**config.mk**
```make
export PLATFORM = sky130hd
export DESIGN_NAME = cascaded_iir_eq_filter
export DESIGN_NICKNAME = d
export VERILOG_FILES = /design/src/hw/rtl/cie_pkg.sv /design/src/hw/rtl/cascaded_iir_eq_filter.sv
export SDC_FILE = /design/constraint.sdc
export NUM_CORES = 2
export LEC_CHECK = 0
export BUFFER_PORTS_ARGS = -buffer_cell sky130_fd_sc_hd__buf_2
export CORE_UTILIZATION = 45
export CTS_CLUSTER_SIZE = 24
export DETAILED_ROUTE_END_ITERATION = 8
export GPL_TIMING_DRIVEN = 0
export PLACE_DENSITY = 0.56
export SYNTH_ARGS = -nofsm -noshare
export SYNTH_HDL_FRONTEND = slang
export SYNTH_SLANG_ARGS = --single-unit
```
**constraint.sdc**
```tcl
create_clock -name clk -period 33 [get_ports clk]
set_input_delay 1.65 -clock clk [delete_from_list [all_inputs] [get_ports clk]]
set_output_delay 1.65 -clock clk [all_outputs]
set_load 0.01 [all_outputs]
```
**src/hw/rtl/cie_pkg.sv**
```systemverilog
package cie_pkg;

  localparam int SAMPLE_W  = 24;
  localparam int COEF_W    = 20;
  localparam int STATE_W   = 32;
  localparam int COEF_FRAC = 16;
  localparam int SLOT_W    = 20;
  localparam int PACK_W    = 60;
  localparam int NUM_REGS  = 7;
  localparam int NUM_SLOTS = 21;
  localparam int REG_IDX_W = 3;
  localparam int STEP_W    = 5;
  localparam int CIDX_W    = 5;
  localparam int PROD_W    = COEF_W + STATE_W;
  localparam int ACC_W     = 56;

  // The last register holds a single coefficient in its low slot.
  localparam logic [REG_IDX_W-1:0] REG_COEF_PACK_6 = 3'd6;

  typedef enum logic [2:0] {
    ST_IDLE,
    ST_RUN,
    ST_DRAIN,
    ST_FIN,
    ST_OUT
  } state_t;

  typedef enum logic [3:0] {
    SRC_X,
    SRC_XI1,
    SRC_XI2,
    SRC_YO1,
    SRC_YO2,
    SRC_W0,
    SRC_W1,
    SRC_W2,
    SRC_W3,
    SRC_W4,
    SRC_Y1,
    SRC_RI1,
    SRC_RI2,
    SRC_RO1,
    SRC_RO2
  } src_t;

  typedef enum logic [1:0] {
    DST_Y0,
    DST_W0,
    DST_Y1,
    DST_Y2
  } dst_t;

  typedef struct packed {
    logic [CIDX_W-1:0] cidx;
    src_t              src;
    logic              sub;
    logic              first;
    logic              preload;
    logic              last;
    dst_t              dst;
  } mac_op_t;

  function automatic mac_op_t mk(input logic [CIDX_W-1:0] c, input src_t s,
                                 input logic sb, input logic f, input logic p,
                                 input logic l, input dst_t d);
    mac_op_t op;
    op.cidx    = c;
    op.src     = s;
    op.sub     = sb;
    op.first   = f;
    op.preload = p;
    op.last    = l;
    op.dst     = d;
    return op;
  endfunction

  // Microcode for the shared multiply-accumulate unit, one product per step.
  function automatic mac_op_t op_at(input logic [STEP_W-1:0] step);
    mac_op_t op;
    unique case (step)
      5'd0:    op = mk(5'd0,  SRC_X,   1'b0, 1'b1, 1'b0, 1'b0, DST_Y0);
      5'd1:    op = mk(5'd1,  SRC_XI1, 1'b0, 1'b0, 1'b0, 1'b0, DST_Y0);
      5'd2:    op = mk(5'd2,  SRC_XI2, 1'b0, 1'b0, 1'b0, 1'b0, DST_Y0);
      5'd3:    op = mk(5'd3,  SRC_YO1, 1'b1, 1'b0, 1'b0, 1'b0, DST_Y0);
      5'd4:    op = mk(5'd4,  SRC_YO2, 1'b1, 1'b0, 1'b0, 1'b1, DST_Y0);
      5'd5:    op = mk(5'd10, SRC_W1,  1'b1, 1'b1, 1'b1, 1'b0, DST_W0);
      5'd6:    op = mk(5'd11, SRC_W2,  1'b1, 1'b0, 1'b0, 1'b0, DST_W0);
      5'd7:    op = mk(5'd12, SRC_W3,  1'b1, 1'b0, 1'b0, 1'b0, DST_W0);
      5'd8:    op = mk(5'd13, SRC_W4,  1'b1, 1'b0, 1'b0, 1'b1, DST_W0);
      5'd9:    op = mk(5'd5,  SRC_W0,  1'b0, 1'b1, 1'b0, 1'b0, DST_Y1);
      5'd10:   op = mk(5'd6,  SRC_W1,  1'b0, 1'b0, 1'b0, 1'b0, DST_Y1);
      5'd11:   op = mk(5'd7,  SRC_W2,  1'b0, 1'b0, 1'b0, 1'b0, DST_Y1);
      5'd12:   op = mk(5'd8,  SRC_W3,  1'b0, 1'b0, 1'b0, 1'b0, DST_Y1);
      5'd13:   op = mk(5'd9,  SRC_W4,  1'b0, 1'b0, 1'b0, 1'b1, DST_Y1);
      5'd14:   op = mk(5'd14, SRC_Y1,  1'b0, 1'b1, 1'b0, 1'b0, DST_Y2);
      5'd15:   op = mk(5'd15, SRC_RI1, 1'b0, 1'b0, 1'b0, 1'b0, DST_Y2);
      5'd16:   op = mk(5'd16, SRC_RI2, 1'b0, 1'b0, 1'b0, 1'b0, DST_Y2);
      5'd17:   op = mk(5'd17, SRC_RO1, 1'b1, 1'b0, 1'b0, 1'b0, DST_Y2);
      5'd18:   op = mk(5'd18, SRC_RO2, 1'b1, 1'b0, 1'b0, 1'b1, DST_Y2);
      default: op = mk(5'd0,  SRC_X,   1'b0, 1'b0, 1'b0, 1'b1, DST_Y2);
    endcase
    return op;
  endfunction

endpackage

```
**src/hw/rtl/cascaded_iir_eq_filter.sv**
```systemverilog
// Three IIR sections in a row (direct form I biquad, direct form II fourth-order
// section, direct form I resonator) share one 20x32 multiplier and a 56-bit
// accumulator. A sample is taken only while the block is idle; the 19 products
// go through the multiplier one per cycle in the run state, and each of the
// four sums (the fourth-order section forms two) adds a drain state and a
// round-and-saturate state after its last product. The output state moves
// the result into the output register and the block returns to idle. The
// output register lets the next sample start while a result still waits; a
// result waits in the last state if the previous one has not been taken.
// Coefficients are Q4.16, three to a configuration register (one in the
// last); any write to one of the seven registers clears all filter history.
module cascaded_iir_eq_filter (
  input  logic                                clk,
  input  logic                                rst,
  input  logic                                s_tvalid,
  output logic                                s_tready,
  input  logic [cie_pkg::SAMPLE_W-1:0]        s_tdata,    // [23:0] in_sample
  output logic                                m_tvalid,
  input  logic                                m_tready,
  output logic [cie_pkg::SAMPLE_W-1:0]        m_tdata,    // [23:0] out_sample
  input  logic                                cfg_valid,
  output logic                                cfg_ready,
  input  logic [cie_pkg::REG_IDX_W-1:0]       cfg_index,
  input  logic [cie_pkg::PACK_W-1:0]          cfg_data
);
  import cie_pkg::*;

  localparam logic signed [ACC_W-1:0] RND_HALF = ACC_W'(1) << (COEF_FRAC - 1);

  state_t state, state_next;
  logic [STEP_W-1:0] step;
  mac_op_t cur_op, pend_op;
  logic pend_valid;
  logic load_out, cfg_write;

  logic [PACK_W-1:0] coef_pack [NUM_REGS];
  logic signed [COEF_W-1:0] coefs [NUM_SLOTS];
  logic signed [COEF_W-1:0] coef_sel;
  logic signed [STATE_W-1:0] opnd;
  logic signed [PROD_W-1:0] prod;
  logic signed [ACC_W-1:0] acc, acc_base, acc_next, rnd, quo;
  logic signed [STATE_W-1:0] fin_val;
  logic [SAMPLE_W-1:0] out_sat;

  logic signed [STATE_W-1:0] x_reg, y0, w0, y1, y2;
  logic signed [STATE_W-1:0] first_in_hist [2];
  logic signed [STATE_W-1:0] first_out_hist [2];
  logic signed [STATE_W-1:0] fourth_delay_line [4];
  logic signed [STATE_W-1:0] res_in_hist [2];
  logic signed [STATE_W-1:0] res_out_hist [2];

  assign cur_op    = op_at(step);
  assign cfg_write = cfg_valid && cfg_ready && (cfg_index < REG_IDX_W'(NUM_REGS));

  always_comb begin
    for (int i = 0; i < NUM_SLOTS; i++) begin
      coefs[i] = coef_pack[i / 3][(i % 3) * SLOT_W +: COEF_W];
    end
  end
  assign coef_sel = coefs[cur_op.cidx];

  always_comb begin
    case (cur_op.src)
      SRC_X:   opnd = x_reg;
      SRC_XI1: opnd = first_in_hist[0];
      SRC_XI2: opnd = first_in_hist[1];
      SRC_YO1: opnd = first_out_hist[0];
      SRC_YO2: opnd = first_out_hist[1];
      SRC_W0:  opnd = w0;
      SRC_W1:  opnd = fourth_delay_line[0];
      SRC_W2:  opnd = fourth_delay_line[1];
      SRC_W3:  opnd = fourth_delay_line[2];
      SRC_W4:  opnd = fourth_delay_line[3];
      SRC_Y1:  opnd = y1;
      SRC_RI1: opnd = res_in_hist[0];
      SRC_RI2: opnd = res_in_hist[1];
      SRC_RO1: opnd = res_out_hist[0];
      SRC_RO2: opnd = res_out_hist[1];
      default: opnd = '0;
    endcase
  end

  // The fourth-order section starts from y0 scaled up by the coefficient LSB.
  always_comb begin
    if (pend_op.first) begin
      acc_base = pend_op.preload ? (ACC_W'(y0) <<< COEF_FRAC) : '0;
    end else begin
      acc_base = acc;
    end
    acc_next = pend_op.sub ? (acc_base - ACC_W'(prod)) : (acc_base + ACC_W'(prod));
  end

  // Round half up to the state LSB, then saturate to the state width; y2 is saturated to the sample width for output.
  always_comb begin
    rnd = acc + RND_HALF;
    quo = rnd >>> COEF_FRAC;
    if ((&quo[ACC_W-1:STATE_W-1]) || !(|quo[ACC_W-1:STATE_W-1])) begin
      fin_val = quo[STATE_W-1:0];
    end else begin
      fin_val = quo[ACC_W-1] ? {1'b1, {(STATE_W-1){1'b0}}} : {1'b0, {(STATE_W-1){1'b1}}};
    end
    if ((&y2[STATE_W-1:SAMPLE_W-1]) || !(|y2[STATE_W-1:SAMPLE_W-1])) begin
      out_sat = y2[SAMPLE_W-1:0];
    end else begin
      out_sat = y2[STATE_W-1] ? {1'b1, {(SAMPLE_W-1){1'b0}}} : {1'b0, {(SAMPLE_W-1){1'b1}}};
    end
  end

  always_comb begin
    state_next = state;
    unique case (state)
      ST_IDLE:  if (s_tvalid) state_next = ST_RUN;
      ST_RUN:   if (cur_op.last) state_next = ST_DRAIN;
      ST_DRAIN: state_next = ST_FIN;
      ST_FIN:   state_next = (pend_op.dst == DST_Y2) ? ST_OUT : ST_RUN;
      ST_OUT:   if (!m_tvalid || m_tready) state_next = ST_IDLE;
      default:  state_next = ST_IDLE;
    endcase
  end

  always_comb begin
    s_tready  = (state == ST_IDLE);
    cfg_ready = 1'b1;
    load_out  = (state == ST_OUT) && (!m_tvalid || m_tready);
  end

  always_ff @(posedge clk) begin
    if (rst) begin
      state      <= ST_IDLE;
      step       <= '0;
      pend_valid <= 1'b0;
      m_tvalid   <= 1'b0;
      for (int i = 0; i < NUM_REGS; i++) coef_pack[i] <= '0;
      for (int i = 0; i < 2; i++) begin
        first_in_hist[i]  <= '0;
        first_out_hist[i] <= '0;
        res_in_hist[i]    <= '0;
        res_out_hist[i]   <= '0;
      end
      for (int i = 0; i < 4; i++) fourth_delay_line[i] <= '0;
    end else begin
      state      <= state_next;
      pend_valid <= (state == ST_RUN);
      if (state == ST_IDLE) begin
        step <= '0;
      end else if (state == ST_RUN) begin
        step <= step + STEP_W'(1);
      end
      if (load_out) begin
        m_tvalid <= 1'b1;
      end else if (m_tready) begin
        m_tvalid <= 1'b0;
      end
      if (cfg_write) begin
        if (cfg_index == REG_COEF_PACK_6) begin
          coef_pack[cfg_index] <= {{(PACK_W-SLOT_W){1'b0}}, cfg_data[SLOT_W-1:0]};
        end else begin
          coef_pack[cfg_index] <= cfg_data;
        end
        for (int i = 0; i < 2; i++) begin
          first_in_hist[i]  <= '0;
          first_out_hist[i] <= '0;
          res_in_hist[i]    <= '0;
          res_out_hist[i]   <= '0;
        end
        for (int i = 0; i < 4; i++) fourth_delay_line[i] <= '0;
      end else if (load_out) begin
        first_in_hist[1]     <= first_in_hist[0];
        first_in_hist[0]     <= x_reg;
        first_out_hist[1]    <= first_out_hist[0];
        first_out_hist[0]    <= y0;
        fourth_delay_line[3] <= fourth_delay_line[2];
        fourth_delay_line[2] <= fourth_delay_line[1];
        fourth_delay_line[1] <= fourth_delay_line[0];
        fourth_delay_line[0] <= w0;
        res_in_hist[1]       <= res_in_hist[0];
        res_in_hist[0]       <= y1;
        res_out_hist[1]      <= res_out_hist[0];
        res_out_hist[0]      <= y2;
      end
    end
  end

  always_ff @(posedge clk) begin
    if (s_tvalid && s_tready) begin
      x_reg <= STATE_W'($signed(s_tdata));
    end
    if (state == ST_RUN) begin
      prod    <= coef_sel * opnd;
      pend_op <= cur_op;
    end
    if (pend_valid) begin
      acc <= acc_next;
    end
    if (state == ST_FIN) begin
      case (pend_op.dst)
        DST_Y0: y0 <= fin_val;
        DST_W0: w0 <= fin_val;
        DST_Y1: y1 <= fin_val;
        DST_Y2: y2 <= fin_val;
        default: y2 <= fin_val;
      endcase
    end
    if (load_out) begin
      m_tdata <= out_sat;
    end
  end

`ifndef SYNTHESIS
  a_accept_starts: assert property (@(posedge clk) disable iff (rst)
    s_tvalid && s_tready |=> state == ST_RUN && step == '0)
    else $error("sample accepted but sequencer did not start at step zero");

  a_drain_last: assert property (@(posedge clk) disable iff (rst)
    state == ST_DRAIN |-> pend_valid && pend_op.last)
    else $error("drain cycle without the last product of a section pending");

  a_out_from_seq: assert property (@(posedge clk) disable iff (rst)
    $rose(m_tvalid) |-> $past(state) == ST_OUT)
    else $error("output word appeared without finishing the sequence");

  a_cfg_clears: assert property (@(posedge clk) disable iff (rst)
    cfg_write |=> first_in_hist[0] == '0 && fourth_delay_line[0] == '0
                  && res_out_hist[0] == '0)
    else $error("configuration write did not clear filter history");
`endif

endmodule
```
==> impl_metrics.xml <==
<?xml version="1.0" encoding="UTF-8"?>
<metrics>
  <group name="sta">
    <metric name="min_period" unit="ps">12100</metric>
    <metric name="maxClockFrequency" unit="MHz">82.6</metric>
    <metric name="final.setup.tns" unit="ps">0</metric>
    <metric name="timing.final.hold_violations" unit="">0</metric>
    <metric name="timing_max_transition_violations_final" unit="">33</metric>
    <metric name="rsz0062_at_grt" unit="">false</metric>
    <metric name="final.period_utilization" unit="%">36.7</metric>
    <metric name="max_slew.worst_pin.slew" unit="ps">1550</metric>
    <metric name="max_slew_headroom_at_the_worst_pin" unit="%">-3.34</metric>
    <metric name="setup_slack" unit="ps">20900</metric>
    <metric name="timing.final.setup_violations" unit="">0</metric>
    <metric name="clock_skew" unit="ps">41.3</metric>
  </group>
  <group name="setup_path">
    <metric name="end_kind" unit="">flip-flop</metric>
    <metric name="critical_path.most_common_cell" unit="">sky130_fd_sc_hd__fa_1</metric>
    <metric name="worstSetupPathType" unit="">reg2reg</metric>
    <metric name="setup.worst_path.start_class" unit="">flip-flop</metric>
    <metric name="critPathRequiredTime" unit="ps">33480</metric>
    <metric name="crit_path_max_fanout" unit="">10</metric>
    <metric name="crit_path_max_incr_delay" unit="ps">1120</metric>
    <metric name="path_buf_inv" unit="">7</metric>
    <metric name="crit_arrival" unit="ps">12580</metric>
    <metric name="timing.critical_path.slowest_stage_cell" unit="">sky130_fd_sc_hd__a21oi_1</metric>
    <metric name="critical_path.top_delay_family" unit="">adder cells</metric>
  </group>
  <group name="detailed_routing">
    <metric name="drc_errors" unit="">0</metric>
    <metric name="wl_per_cell" unit="µm">27.9</metric>
    <metric name="route.vias.total" unit="">53000</metric>
    <metric name="drt_iter0_drc" unit="">5974</metric>
    <metric name="route.detailed.vias_per_inst" unit="">5.79</metric>
    <metric name="drtPass1Iterations" unit="">8</metric>
    <metric name="drt.antenna.violating_nets" unit="">0</metric>
    <metric name="totalWireLength" unit="mm">256</metric>
  </group>
  <group name="clock_tree">
    <metric name="clk-insertion-delay-late" unit="ps">770</metric>
    <metric name="cts_made_buffers" unit="">116</metric>
    <metric name="cts-root-to-sink-buffers" unit="">3</metric>
    <metric name="postCtsSetupRepairBufs" unit="">0</metric>
    <metric name="cts_tree" unit="">built</metric>
    <metric name="root_buffer" unit="">sky130_fd_sc_hd__clkbuf_16</metric>
    <metric name="cts.reportedPaths.clkPinSlew" unit="ps">60</metric>
    <metric name="cts_hold_buf" unit="">0</metric>
    <metric name="cts.htree.levels" unit="">3</metric>
    <metric name="cts_num_sinks" unit="">1100</metric>
    <metric name="postCtsResizedCells" unit="">0</metric>
  </group>
  <group name="grt">
    <metric name="antenna_found_initial" unit="">9</metric>
    <metric name="global_route.usage.total" unit="%">31.5</metric>
    <metric name="pin_count_of_the_biggest_net_entering_global_routing" unit="">61</metric>
    <metric name="grt_ovf" unit="">0</metric>
    <metric name="global_route_wire_length_before_repair" unit="mm">369</metric>
    <metric name="first_global_vias" unit="">53300</metric>
  </group>
  <group name="die">
    <metric name="io_pins" unit="">119</metric>
    <metric name="floorplan.die.width" unit="µm">403</metric>
    <metric name="core_area" unit="µm²">159000</metric>
    <metric name="die_area" unit="µm²">162000</metric>
    <metric name="initial_utilization" unit="%">45.5</metric>
    <metric name="die_y" unit="µm">403</metric>
    <metric name="row_count" unit="">146</metric>
  </group>
  <group name="cells_and_area">
    <metric name="largest_registers" unit="">coef_pack: 420 flops, fourth_delay_line: 128 flops</metric>
    <metric name="largest_register_ffs" unit="">420</metric>
    <metric name="final_instance_count_excl_fillers" unit="">9162</metric>
    <metric name="nNetsFinal" unit="">7840</metric>
    <metric name="layout-drive-gt1-share" unit="%">8.45</metric>
    <metric name="post-route-util" unit="%">50.6</metric>
    <metric name="area_delta_synth_final" unit="%">11.2</metric>
    <metric name="fillCellCount" unit="">14500</metric>
    <metric name="registers.top_by_ff_count" unit="">coef_pack</metric>
  </group>
  <group name="outcome">
    <metric name="status" unit="">finished with violations</metric>
    <metric name="violations" unit="">max-capacitance violations, max-slew violations</metric>
  </group>
  <group name="synthesis">
    <metric name="synth-seq-cells" unit="">1100</metric>
    <metric name="synthArstFlopShare" unit="%">0</metric>
    <metric name="synth-warning-count" unit="">0</metric>
    <metric name="syn_avg_cell_area" unit="µm²">10.9</metric>
    <metric name="postSynthCellCount" unit="">6634</metric>
    <metric name="leading_area_contributor_after_synthesis" unit="">sky130_fd_sc_hd__edfxtp_1</metric>
    <metric name="area_share_of_the_leading_cell_type_in_the_synthesized_netlist" unit="%">40.9</metric>
    <metric name="synth_common_cells" unit="">sky130_fd_sc_hd__edfxtp_1 (985), sky130_fd_sc_hd__inv_1 (908), sky130_fd_sc_hd__nor2_1 (763)</metric>
    <metric name="synth_nets" unit="">7558</metric>
    <metric name="ys.flop_type" unit="">sky130_fd_sc_hd__edfxtp_1</metric>
    <metric name="synth_cell_types" unit="">93</metric>
    <metric name="library_cell_with_the_highest_instance_count_after_synthesis" unit="">sky130_fd_sc_hd__edfxtp_1</metric>
    <metric name="syn-cell-area" unit="µm²">72400</metric>
    <metric name="synth_top_cells_by_area" unit="">sky130_fd_sc_hd__edfxtp_1 (41%), sky130_fd_sc_hd__fa_1 (18%), sky130_fd_sc_hd__inv_1 (4.7%), sky130_fd_sc_hd__nor2_1 (4.0%), sky130_fd_sc_hd__ha_1 (3.4%)</metric>
    <metric name="synth_edf_count" unit="">985</metric>
    <metric name="synth-seq-area-share" unit="%">44.0</metric>
  </group>
  <group name="placement">
    <metric name="globalplace.congestion" unit="">0.948</metric>
    <metric name="post-dp-hpwl" unit="mm">196</metric>
    <metric name="number_of_instances_in_the_placed_design" unit="">8943</metric>
    <metric name="dpl_worst_slack" unit="ps">20790</metric>
    <metric name="port_buf_inserts" unit="">115</metric>
  </group>
  <group name="worst_hold_path">
    <metric name="hold_path.class" unit="">reg2reg</metric>
  </group>
  <group name="run">
    <metric name="maxCapViolCount" unit="">3</metric>
  </group>
</metrics>
[layer usage]
layer  vias to the layer above  global-route usage [%]  wire length, µm  part of all wire, %
li1                      23000                       -                -                    -
met1                     26700                    41.8           101000                   39
met2                      2813                    49.3           116000                   46
met3                       537                    7.05            24900                  9.8
met4                         4                    14.8            13600                  5.3
met5                         -                       0               34                0.013
[path summary, 6_finish.rpt]
check	start	end	slack [ps]	depth (start not counted)
setup / recovery	cur_op[7]$_DFF_P_	prod[48]$_DFFE_PP_	20900	29
hold / removal	cur_op[0]$_SDFF_PP1_	pend_op[0]$_DFFE_PP_	400	0
setup reg to reg	cur_op[7]$_DFF_P_	prod[48]$_DFFE_PP_	20900	29
hold reg to reg	cur_op[0]$_SDFF_PP1_	pend_op[0]$_DFFE_PP_	400	0
[stage by stage]
step | hold slack [ps] | cell area (µm²)
final | 401 | 80500
after global routing | 409 | 80500
after CTS | 402 | 80400
after detailed placement | 389 | 76600
after global placement | 389 | 75700
after floorplan | 386 | 72400
[cells by family (layout without fill, tap and decap cells)]
family / Yosys count / in the layout / share of synthesized area (%)
simple gates: 2270 / 2270 / 14.8
xor+xnor: 186 / 186 / 2.26
buf+inv: 1293 / 1673 / 6.81
flops: 1100 / 1100 / 44.0
other cells: 1 / 3 / 0.00518
fa+ha+maj: 832 / 832 / 21.0
compound gates: 835 / 835 / 7.74
mux: 117 / 117 / 3.38
[placed cells by master (no fill, tap or decap), types with 114 or more instances in the layout]
cell                        Yosys  final
sky130_fd_sc_hd__ha_1         194    194
sky130_fd_sc_hd__nand2_1      635    635
sky130_fd_sc_hd__xnor2_1      150    150
sky130_fd_sc_hd__dfxtp_1      115    114
sky130_fd_sc_hd__a21oi_1      163    162
sky130_fd_sc_hd__and2_1       127    126
sky130_fd_sc_hd__clkbuf_16      0    118
sky130_fd_sc_hd__clkbuf_1     307    343
sky130_fd_sc_hd__fa_1         638    638
sky130_fd_sc_hd__buf_2         47    162
sky130_fd_sc_hd__inv_1        908    908
sky130_fd_sc_hd__a22oi_1      208    208
sky130_fd_sc_hd__and3_1       354    354
sky130_fd_sc_hd__o21ai_0      142    140
sky130_fd_sc_hd__edfxtp_1     985    985
sky130_fd_sc_hd__nor2_1       763    759
[cell type report]
cell class	instances	area [µm²]	area share, %
flip-flops and latches	1100	31900	39.6
diodes	2	5.00	0.00622
well taps	2146	2690	3.34
clock buffers	175	3370	4.18
inverters	920	3450	4.29
multi-input cells	4241	35800	44.5
clock inverters	41	445	0.553
repair buffers	164	1370	1.70
plain buffers	373	1480	1.84
Power is not shown: default switching activity piles up to over one toggle a cycle in this logic, so the estimate is an artifact.
